## config.mk

```make
export PLATFORM = sky130hd
export DESIGN_NAME = lcg_random_with_range_reduction_flat
export DESIGN_NICKNAME = d
export VERILOG_FILES = /design/src/rtl/lcgr_pkg.sv /design/src/rtl/lcgr_cmd_if.sv /design/src/rtl/lcgr_rsp_if.sv /design/src/rtl/lcg_random_with_range_reduction.sv /design/src/flat_wrapper.sv
export SDC_FILE = /design/constraint.sdc
export NUM_CORES = 1
export LEC_CHECK = 0
export BUFFER_PORTS_ARGS = -buffer_cell sky130_fd_sc_hd__buf_2
export CORE_MARGIN = 5
export CORE_UTILIZATION = 45
export CTS_BUF_LIST = sky130_fd_sc_hd__clkbuf_4 sky130_fd_sc_hd__clkbuf_8
export CTS_CLUSTER_DIAMETER = 80
export DETAILED_ROUTE_END_ITERATION = 8
export GPL_ROUTABILITY_DRIVEN = 0
export PLACE_DENSITY = 0.65
export SLEW_MARGIN = 30
export SYNTH_ARGS = -nofsm -noshare
export SYNTH_HDL_FRONTEND = slang
export SYNTH_SLANG_ARGS = --single-unit
```

## constraint.sdc

```tcl
create_clock -name clk -period 5.8 [get_ports clk]
set_input_delay 1.16 -clock clk [delete_from_list [all_inputs] [get_ports clk]]
set_output_delay 1.16 -clock clk [all_outputs]
set_load 0.05 [all_outputs]
```

## src/rtl/lcgr_pkg.sv

```systemverilog
// Shared types and constants for the linear congruential generator.
// Used by the channel interfaces and by the top level; depends on nothing.
`timescale 1ns / 1ps

package lcgr_pkg;

    localparam int DATA_W = 32;
    localparam int CNT_W  = 5;
    localparam logic [CNT_W-1:0] STEP_LAST = CNT_W'(DATA_W - 1);

    localparam logic [DATA_W-1:0] MULT_MS    = 32'd214013;
    localparam logic [DATA_W-1:0] INCR_MS    = 32'd2531011;
    localparam logic [DATA_W-1:0] MULT_ANSI  = 32'd1103515245;
    localparam logic [DATA_W-1:0] INCR_ANSI  = 32'd12345;

    localparam logic [1:0] GSEL_MS     = 2'd1;
    localparam logic [1:0] GSEL_ANSI   = 2'd2;
    localparam logic [1:0] GSEL_ANSI31 = 2'd3;

    localparam logic [1:0] MODE_SEED  = 2'd0;
    localparam logic [1:0] MODE_RAW   = 2'd1;
    localparam logic [1:0] MODE_LIMIT = 2'd2;
    localparam logic [1:0] MODE_RANGE = 2'd3;

    localparam logic [1:0] CFG_GSEL  = 2'd0;
    localparam logic [1:0] CFG_LIMIT = 2'd1;
    localparam logic [1:0] CFG_LOW   = 2'd2;
    localparam logic [1:0] CFG_HIGH  = 2'd3;

    typedef enum logic [2:0] {
        ST_IDLE,
        ST_MUL,
        ST_DIV,
        ST_OFFS,
        ST_FIN
    } lcgr_state_t;

endpackage

```

## src/rtl/lcgr_cmd_if.sv

```systemverilog
// Command channel: a draw or reseed request with its seed word.
// Depends on lcgr_pkg.
`timescale 1ns / 1ps

interface lcgr_cmd_if
    import lcgr_pkg::*;
();
    logic              valid;
    logic              ready;
    logic [1:0]        mode;
    logic [DATA_W-1:0] seed_value;

    modport source (output valid, output mode, output seed_value, input ready);
    modport sink (input valid, input mode, input seed_value, output ready);
endinterface

```

## src/rtl/lcgr_rsp_if.sv

```systemverilog
// Result channel: one drawn word and the empty-range flag.
// Depends on lcgr_pkg.
`timescale 1ns / 1ps

interface lcgr_rsp_if
    import lcgr_pkg::*;
();
    logic              valid;
    logic              ready;
    logic [DATA_W-1:0] value;
    logic              empty_range;

    modport source (output valid, output value, output empty_range, input ready);
    modport sink (input valid, input value, input empty_range, output ready);
endinterface

```

## src/rtl/lcg_random_with_range_reduction.sv

```systemverilog
// Linear congruential generator with limit and range reduction, top level.
// Depends on lcgr_pkg, lcgr_cmd_if and lcgr_rsp_if.
`timescale 1ns / 1ps

// A reseed is taken while idle and returns no word. A draw advances the
// state with a shift-add multiplier that handles one multiplier bit per
// cycle, then, for limit and range draws, reduces it with a restoring
// remainder unit that takes one dividend bit per cycle, and for range draws
// adds the range offset in a further state. A raw draw, or a limit draw with
// the full limit, goes from the multiplier straight to the finishing state.
// An empty range goes from acceptance straight to the finishing state
// without touching the generator state. One item is worked on at a time,
// and a finished word waits in an output register while the next item is
// accepted; a finished word that finds that register still occupied holds
// off the next item until the receiver takes the waiting word.

module lcg_random_with_range_reduction
    import lcgr_pkg::*;
(
    input  logic              clk,
    input  logic              rst_n,
    input  logic              cfg_we,
    input  logic [1:0]        cfg_index,
    input  logic [DATA_W-1:0] cfg_data,
    lcgr_cmd_if.sink          cmd,
    lcgr_rsp_if.source        rsp
);

    lcgr_state_t       st_reg, st_next;
    logic [CNT_W-1:0]  cnt_reg, cnt_next;
    logic [1:0]        gsel_reg, gsel_next;
    logic [DATA_W-1:0] limit_reg, limit_next;
    logic [DATA_W-1:0] low_reg, low_next;
    logic [DATA_W-1:0] high_reg, high_next;
    logic [DATA_W-1:0] gen_reg, gen_next;
    logic              need_div_reg, need_div_next;
    logic              use_offs_reg, use_offs_next;
    logic              mask31_reg, mask31_next;
    logic              out_valid_reg, out_valid_next;

    logic [DATA_W-1:0] acc_reg, acc_next;
    logic [DATA_W-1:0] mplier_reg, mplier_next;
    logic [DATA_W-1:0] mcand_reg, mcand_next;
    logic [DATA_W:0]   divisor_reg, divisor_next;
    logic [DATA_W-1:0] rem_reg, rem_next;
    logic [DATA_W-1:0] res_reg, res_next;
    logic              empty_reg, empty_next;
    logic [DATA_W-1:0] out_value_reg, out_value_next;
    logic              out_empty_reg, out_empty_next;

    logic [DATA_W-1:0] mult_sel, incr_sel, acc_sum, acc_masked;
    logic [DATA_W:0]   trial, trial_diff, span;
    logic              range_empty, out_free;

    always_comb
    begin
        unique case (gsel_reg)
            GSEL_ANSI, GSEL_ANSI31:
            begin
                mult_sel = MULT_ANSI;
                incr_sel = INCR_ANSI;
            end
            default:
            begin
                mult_sel = MULT_MS;
                incr_sel = INCR_MS;
            end
        endcase
    end

    assign range_empty = $signed(low_reg) > $signed(high_reg);
    assign span = {high_reg[DATA_W-1], high_reg} - {low_reg[DATA_W-1], low_reg}
                  + (DATA_W+1)'(1);
    assign acc_sum = acc_reg + (mplier_reg[0] ? mcand_reg : '0);
    assign acc_masked = mask31_reg ? {1'b0, acc_sum[DATA_W-2:0]} : acc_sum;
    assign trial = {rem_reg, mplier_reg[DATA_W-1]};
    assign trial_diff = trial - divisor_reg;
    assign out_free = !out_valid_reg || rsp.ready;

    assign cmd.ready = (st_reg == ST_IDLE);
    assign rsp.valid = out_valid_reg;
    assign rsp.value = out_value_reg;
    assign rsp.empty_range = out_empty_reg;

    always_comb
    begin
        st_next        = st_reg;
        cnt_next       = cnt_reg;
        gsel_next      = gsel_reg;
        limit_next     = limit_reg;
        low_next       = low_reg;
        high_next      = high_reg;
        gen_next       = gen_reg;
        need_div_next  = need_div_reg;
        use_offs_next  = use_offs_reg;
        mask31_next    = mask31_reg;
        out_valid_next = out_valid_reg && !rsp.ready;
        acc_next       = acc_reg;
        mplier_next    = mplier_reg;
        mcand_next     = mcand_reg;
        divisor_next   = divisor_reg;
        rem_next       = rem_reg;
        res_next       = res_reg;
        empty_next     = empty_reg;
        out_value_next = out_value_reg;
        out_empty_next = out_empty_reg;

        if (cfg_we)
        begin
            unique case (cfg_index)
                CFG_GSEL:  gsel_next  = cfg_data[1:0];
                CFG_LIMIT: limit_next = cfg_data;
                CFG_LOW:   low_next   = cfg_data;
                CFG_HIGH:  high_next  = cfg_data;
                default:   gsel_next  = gsel_reg;
            endcase
        end

        unique case (st_reg)
            ST_IDLE:
            begin
                if (cmd.valid)
                begin
                    acc_next      = incr_sel;
                    mplier_next   = gen_reg;
                    mcand_next    = mult_sel;
                    cnt_next      = '0;
                    mask31_next   = (gsel_reg == GSEL_ANSI31);
                    use_offs_next = (cmd.mode == MODE_RANGE);
                    empty_next    = 1'b0;
                    need_div_next = (cmd.mode == MODE_RANGE) ||
                                    ((cmd.mode == MODE_LIMIT) && (~limit_reg != '0));
                    divisor_next  = (cmd.mode == MODE_RANGE) ? span
                                    : {1'b0, limit_reg} + (DATA_W+1)'(1);
                    if (cmd.mode == MODE_SEED)
                    begin
                        gen_next = cmd.seed_value;
                    end
                    else if ((cmd.mode == MODE_RANGE) && range_empty)
                    begin
                        res_next   = '0;
                        empty_next = 1'b1;
                        st_next    = ST_FIN;
                    end
                    else
                    begin
                        st_next = ST_MUL;
                    end
                end
            end
            ST_MUL:
            begin
                acc_next    = acc_sum;
                mplier_next = mplier_reg >> 1;
                mcand_next  = mcand_reg << 1;
                cnt_next    = cnt_reg + CNT_W'(1);
                if (cnt_reg == STEP_LAST)
                begin
                    gen_next    = acc_masked;
                    mplier_next = acc_masked;
                    res_next    = acc_masked;
                    rem_next    = '0;
                    cnt_next    = '0;
                    st_next     = need_div_reg ? ST_DIV : ST_FIN;
                end
            end
            ST_DIV:
            begin
                mplier_next = mplier_reg << 1;
                cnt_next    = cnt_reg + CNT_W'(1);
                rem_next    = trial_diff[DATA_W] ? trial[DATA_W-1:0]
                                                 : trial_diff[DATA_W-1:0];
                if (cnt_reg == STEP_LAST)
                begin
                    st_next = ST_OFFS;
                end
            end
            ST_OFFS:
            begin
                res_next = rem_reg + (use_offs_reg ? low_reg : '0);
                st_next  = ST_FIN;
            end
            ST_FIN:
            begin
                if (out_free)
                begin
                    out_valid_next = 1'b1;
                    out_value_next = res_reg;
                    out_empty_next = empty_reg;
                    st_next        = ST_IDLE;
                end
            end
            default:
            begin
                st_next = ST_IDLE;
            end
        endcase
    end

    always_ff @(posedge clk or negedge rst_n)
    begin
        if (!rst_n)
        begin
            st_reg        <= ST_IDLE;
            cnt_reg       <= '0;
            gsel_reg      <= GSEL_MS;
            limit_reg     <= '1;
            low_reg       <= '0;
            high_reg      <= {1'b0, {(DATA_W-1){1'b1}}};
            gen_reg       <= '0;
            need_div_reg  <= 1'b0;
            use_offs_reg  <= 1'b0;
            mask31_reg    <= 1'b0;
            out_valid_reg <= 1'b0;
        end
        else
        begin
            st_reg        <= st_next;
            cnt_reg       <= cnt_next;
            gsel_reg      <= gsel_next;
            limit_reg     <= limit_next;
            low_reg       <= low_next;
            high_reg      <= high_next;
            gen_reg       <= gen_next;
            need_div_reg  <= need_div_next;
            use_offs_reg  <= use_offs_next;
            mask31_reg    <= mask31_next;
            out_valid_reg <= out_valid_next;
        end
    end

    always_ff @(posedge clk)
    begin
        acc_reg       <= acc_next;
        mplier_reg    <= mplier_next;
        mcand_reg     <= mcand_next;
        divisor_reg   <= divisor_next;
        rem_reg       <= rem_next;
        res_reg       <= res_next;
        empty_reg     <= empty_next;
        out_value_reg <= out_value_next;
        out_empty_reg <= out_empty_next;
    end

    // An empty range always comes out as a zero word.
    a_empty_zero: assert property (@(posedge clk) disable iff (!rst_n)
        (out_valid_reg && out_empty_reg) |-> (out_value_reg == '0))
        else $error("empty range word is not zero");

    // A new word is loaded only from the finishing state.
    a_load_from_fin: assert property (@(posedge clk) disable iff (!rst_n)
        (out_valid_reg && !$past(out_valid_reg)) |-> ($past(st_reg) == ST_FIN))
        else $error("output word loaded outside the finishing state");

    // Every multiply starts from step zero.
    a_mul_start: assert property (@(posedge clk) disable iff (!rst_n)
        (st_reg == ST_MUL && $past(st_reg) == ST_IDLE) |-> (cnt_reg == '0))
        else $error("multiply started at a nonzero step");

    // The remainder pass either continues or hands over to the offset add.
    a_div_exit: assert property (@(posedge clk) disable iff (!rst_n)
        (st_reg == ST_DIV) |=> (st_reg == ST_DIV || st_reg == ST_OFFS))
        else $error("remainder pass left by an unexpected path");

endmodule
```

## src/flat_wrapper.sv

```systemverilog
// flat-port wrapper written by rule: the top's interface ports become plain ports
module lcg_random_with_range_reduction_flat import lcgr_pkg::*;
  (clk, rst_n, cfg_we, cfg_index, cfg_data, cmd_valid, cmd_mode, cmd_seed_value, cmd_ready, rsp_valid, rsp_value, rsp_empty_range, rsp_ready);
  lcgr_cmd_if cmd_i ();
  lcgr_rsp_if rsp_i ();
  input  logic clk;
  input  logic rst_n;
  input  logic cfg_we;
  input  logic [1:0] cfg_index;
  input  logic [DATA_W-1:0] cfg_data;
  input wire logic [$bits(cmd_i.valid)-1:0] cmd_valid;
  input wire logic [$bits(cmd_i.mode)-1:0] cmd_mode;
  input wire logic [$bits(cmd_i.seed_value)-1:0] cmd_seed_value;
  output wire logic [$bits(cmd_i.ready)-1:0] cmd_ready;
  output wire logic [$bits(rsp_i.valid)-1:0] rsp_valid;
  output wire logic [$bits(rsp_i.value)-1:0] rsp_value;
  output wire logic [$bits(rsp_i.empty_range)-1:0] rsp_empty_range;
  input wire logic [$bits(rsp_i.ready)-1:0] rsp_ready;
  assign cmd_i.valid = cmd_valid;
  assign cmd_i.mode = cmd_mode;
  assign cmd_i.seed_value = cmd_seed_value;
  assign cmd_ready = cmd_i.ready;
  assign rsp_valid = rsp_i.valid;
  assign rsp_value = rsp_i.value;
  assign rsp_empty_range = rsp_i.empty_range;
  assign rsp_i.ready = rsp_ready;
  lcg_random_with_range_reduction u_core (.clk(clk), .rst_n(rst_n), .cfg_we(cfg_we), .cfg_index(cfg_index), .cfg_data(cfg_data), .cmd(cmd_i), .rsp(rsp_i));
endmodule
```

# Word level (Yosys, flattened, before mapping)
# Index checks and enable logic that the tools add are counted.
dict set report word_totals {
  reg_bits 369
  inputBits 73
  output_inout_bits 35
  wordCells 114
}
dict set report classes {
  add_sub_neg 7
  order_cmp 1
  eq_ne 19
  muxes 38
  bitwise_logic 1
  reduce_logical 28
}
# op count
set ops {}
lappend ops {{$mux W32} 15}
lappend ops {{$pmux W32 S2} 4}
lappend ops {{$pmux W32 S3} 2}
lappend ops {{$add A32 B32 Y32} 2}
lappend ops {{$add A32 B1 Y33 const B} 1}
lappend ops {{$add A33 B1 Y33 const B} 1}
lappend ops {{$mux W33} 1}
lappend ops {{$sub A32 B32 Y33} 1}
lappend ops {{$sub A33 B33 Y33} 1}
lappend ops {{$gt A32 B32 Y1} 1}
lappend ops {{$not A32 Y32} 1}
lappend ops {{$reduce_bool A32 Y1} 1}
lappend ops {{$mux W31} 1}
lappend ops {{$mux W22} 1}
lappend ops {{$mux W3} 7}
lappend ops {{$reduce_and A2 Y1} 9}
lappend ops {{$pmux W3 S5} 1}
lappend ops {{$pmux W5 S3} 1}
lappend ops {{$eq A2 B2 Y1 const B} 6}
lappend ops {{$mux W5} 2}
lappend ops {{$ne A2 B1 Y1 const B} 5}
lappend ops {{$reduce_and A5 Y1} 2}
lappend ops {{$eq A3 B2 Y1 const B} 2}
lappend ops {{$reduce_bool A3 Y1} 2}
lappend ops {{other kinds (15)} 24}

# Longest topological paths before layout
dict set report depth {
  word_depth 6
  depth_mapped 16
  ltp_nobuf 16
}

# Worst setup path after synthesis
# OpenSTA, ideal clock, no wires.
dict set report synth_timing {
  kind {reg-to-reg}
  from {register u_core.st_reg[1]}
  to {register u_core.res_reg[0], enable pin}
  setup_ns 0.433
  arrival_time_ns 3.662
  required_time_ns 5.367
  slack_ns 1.705
  path_stages_with_launch 6
  n_path_buf 2
  synth_period_minus_slack_ns 4.095
  path_cell_list {dfrtp_1 -> clkbuf_1 -> nor3_1 -> nand2_1 -> clkbuf_1 -> o22ai_1}
}
dict set report synth_between {
  elab_chain_len 3
  word_cells_on_any_way 9
  classes_between {eq/ne (6); reduce/logical (3)}
}
# element line_no
set synth_lines {}
lappend synth_lines {{start: declaration} lcg_random_with_range_reduction.sv:29} ;# lcgr_state_t st_reg, st_next;
lappend synth_lines {{start signal: assignment} lcg_random_with_range_reduction.sv:218} ;# st_reg <= st_next;
lappend synth_lines {{$logic_not A3 Y1 (*)} -}
lappend synth_lines {{via cmd_ready} flat_wrapper.sv:14} ;# output wire logic [$bits(cmd_i.ready)-1:0] cmd_ready;
lappend synth_lines {{$ne A2 B2 Y1 (no line), or another cell as far along} -}
lappend synth_lines {{$reduce_and A5 Y1 (no line) (*)} -}
lappend synth_lines {{end signal: assignment} lcg_random_with_range_reduction.sv:239} ;# res_reg <= res_next;
lappend synth_lines {{end: declaration} lcg_random_with_range_reduction.sv:46} ;# logic [DATA_W-1:0] res_reg, res_next;
# Mark *: on every way through the listed nets, which the timed path passes. The rest lies on a longest branch.
# A chain may end at the register's enable or synchronous reset.

# Final worst setup path
dict set report layout_timing {
  from {register u_core.mplier_reg[0]}
  to {register u_core.res_reg[28], data pin}
}
dict set report layout_between {
  elab_chain_len 5
}
# element line_no
set layout_lines {}
lappend layout_lines {{start: declaration} lcg_random_with_range_reduction.sv:42} ;# logic [DATA_W-1:0] mplier_reg, mplier_next;
lappend layout_lines {{start signal: assignment} lcg_random_with_range_reduction.sv:235} ;# mplier_reg <= mplier_next;
lappend layout_lines {{$mux W32} lcg_random_with_range_reduction.sv:74} ;# assign acc_sum = acc_reg + (mplier_reg[0] ? mcand_reg : '0);
lappend layout_lines {{$add A32 B32 Y32} lcg_random_with_range_reduction.sv:74}
lappend layout_lines {{$mux W32} lcg_random_with_range_reduction.sv:75} ;# assign acc_masked = mask31_reg ? {1'b0, acc_sum[DATA_W-2:0]} : acc_sum;
lappend layout_lines {{$mux W32} lcg_random_with_range_reduction.sv:157} ;# if (cnt_reg == STEP_LAST)
lappend layout_lines {{$pmux W32 S3} lcg_random_with_range_reduction.sv:119} ;# unique case (st_reg)
lappend layout_lines {{via u_core.res_next[28]} lcg_random_with_range_reduction.sv:46}
# The timed path passes the listed nets, and every way through them passes these cells. The select of a mux whose other input is x is not followed.

==> results.toml <==
[synthesis]
synth.avg_cell_area_um2 = 10.2
syn_area_mm2 = 0.0234
yosysUniqueCellTypes = 69
syn_nets = 2554
ys_ff_latch = 369
synth_top_cell_area_share_pct = 29.2
ys.flop_type = "edfxtp_1"
syn-instance-count = 2285
synthTopCellsByArea = "edfxtp_1, ha_1, dfrtp_1"
synth-async-reset-ratio_pct = 38.5
synth_largest_area_cell = "edfxtp_1"
ys_warn_count = 0
ys_seq_area_share_pct = 44.7
synth-edff-count = 227

[setup_path]
worstSetupPathType = "flop to flop"
crit_path_max_fanout = 33
start_kind = "flop"
worstRegToRegCells = 14
cp.required_ns = 6.15
r2r-start = "u_core.mplier_reg[0]"
r2r_end = "u_core.res_reg[28]"
end_kind = "flop"
arrival_ns = 4.88
r2r_slack_ns = 1.27

[timing]
slew_viol_final = 0
period_minus_slack_ns = 4.53
finalHoldViolCount = 0
grt_setup_unrepaired = "false"
min_period_over_period_pct = 78.1
tightest_slew_ns = 0.974
finalSetupTns_ns = 0
relSlewSlack_pct = 34.9
finClkSkew_ns = 0.0487
fmax_ghz = 0.221
finalSetupViolCount = 0

[clocking]
clk_latency_ns = 0.68
clockRootBuffer = "clkbuf_8"
clk_pin_slew_worst_paths_ns = 0.06
htree_levels = 3
cts_sinks = 369
cts_hold_buf = 0
cts_buffers = 67
cts_resized = 0
cts_setup_buffers = 0
clockBufferDepth = 3
cts_tree = "yes"

[route]
drtAntennaViolNets = 0
routed_wl_um = 61300
via_per_inst = 5.70
drt_iter0_markers = 1317
dr.pass1.iters = 5
wl_per_cell_um = 19.6
drc_errors = 0
vias = 17800

[worst_hold_path]
hold_class = "flop to flop"
worstHoldStart = "u_core.res_reg[1]"
whs_path_depth = 0
whs_endpoint = "u_core.rsp.value[1]"

[global_route]
grt_max_degree = 56
grt_usage_pct = 21.3
grt_pass1_wl_um = 96200
grt_overflow = 0
grt_pass1_vias = 17800
antenna_found_initial = 0

[floorplan]
die_h_um = 238
placementRows = 83
initial_utilization_pct = 45.4
core_region_area_mm2 = 0.0514
die_width_um = 238
ioPinCount = 108
die_area_mm2 = 0.0566

[layout]
fillers = 4614
layout_common_cells = "edfxtp_1, ha_1, nand2_1, nor2_1, a21oi_1"
layout_commonest_cell = "edfxtp_1"
largest_reg_flops = 33
register_area_mm2 = 0.0105
area_growth_pct = 11.8
multi_input_area_mm2 = 0.0121
drive_above_1_share_pct = 18.3
layout.nets = 2666
fin_cells = 3131

[placed_design]
port_buffers = 107
dp.cells = 3008
dp_hpwl_um = 45500

[job]
cap_violations = 0

[pwr]
power_density_mw_per_mm2 = 488
vdd_ir_drop_max_mv = 0.271
leakage_nw = 11.5

[outcome]
status = "completed"
critical path, stage by stage (launching register included):
cell      delay (ns)
edfxtp_1        0.95
and2_1          0.24
ha_1            0.18
inv_1           0.06
fa_1            0.41
nor2b_1         0.17
o21a_1          0.15
o21ai_0         0.08
a21oi_1         0.21
o221ai_1        0.30
o31ai_1         0.62
a31oi_1         0.22
o21bai_1        0.19
xnor2_1         0.24
o32ai_1         0.18
through the flow:
step	worst slack [ns]	total power [W]	hold WS (ns)	utilization (%)	instance area, um2
2_1_floorplan	1.71	0.00830	0.400	-	23400
3_3_place_gp	1.53	0.00979	0.403	47.9	24600
3_5_place_dp	1.44	0.00994	0.406	47.9	24600
4_1_cts	1.36	0.0127	0.418	50.8	26100
5_1_grt	1.01	0.0135	0.421	50.8	26100
6_report	1.27	0.0127	0.407	50.8	26100
final cells by class:
cell class	count	share of cell area, %
Antenna cell	2	0.0192
Clock buffer	104	4.83
Clock inverter	17	0.853
Inverter	126	1.81
Multi-Input combinational cell	1699	46.4
Sequential cell	369	40.0
Tap cell	680	3.26
Timing Repair Buffer	134	2.85
how the worst max path moves through the flow:
stage | start | end | slack [ns] | cells past startpoint
floorplan | u_core.st_reg[1] | u_core.res_reg[0] | 1.71 | 5
global placement | u_core.mplier_reg[0] | u_core.res_reg[28] | 1.53 | 14
detailed placement | u_core.mplier_reg[0] | u_core.res_reg[28] | 1.44 | 14
CTS | u_core.mplier_reg[0] | u_core.res_reg[28] | 1.36 | 14
global route | u_core.mplier_reg[0] | u_core.res_reg[28] | 1.01 | 14
finish | u_core.mplier_reg[0] | u_core.res_reg[28] | 1.27 | 14
cell families (layout without fill, tap and decap cells):
| family | count (synthesis) | in the layout | synth area share (%) |
|---|---|---|---|
| buf+inv | 217 | 381 | 3.59 |
| flops | 369 | 369 | 44.7 |
| fa+ha+maj | 196 | 196 | 10.7 |
| simple gates | 626 | 626 | 12.8 |
| xor+xnor | 137 | 137 | 5.17 |
| compound gates | 602 | 602 | 16.6 |
| other cells | 0 | 2 | 0 |
| mux | 138 | 138 | 6.44 |
synthesized netlist by cell type (all sizes together) (36+ instances only):
library cell / count
edfxtp: 227
ha: 191
nand2: 178
nor2: 168
a21oi: 157
o21ai: 145
inv: 123
mux2: 98
dfrtp: 78
clkbuf: 77
a21o: 76
xnor2: 71
and2: 70
xor2: 66
dfstp: 64
nand3: 42
mux2i: 40
and3: 36
routing by layer:
layer / routed length (um) / global-route usage [%] / share of wire, % / vias up
li1: - / - / - / 8539
met2: 28700 / 35.6 / 47 / 609
met3: 4220 / 4.20 / 6.9 / 132
met5: 0 / 0 / 0 / -
met4: 1920 / 7.47 / 3.1 / 0
met1: 26400 / 27.8 / 43 / 8557
where the power goes:
part           leakage [nW]  total (W)  internal (W)  switching (W)
registers              3.87    0.00445       0.00393       0.000520
logic                  6.89    0.00557       0.00212        0.00345
clock network         0.780    0.00272       0.00158        0.00114
Power figures use the tool's default switching activity.
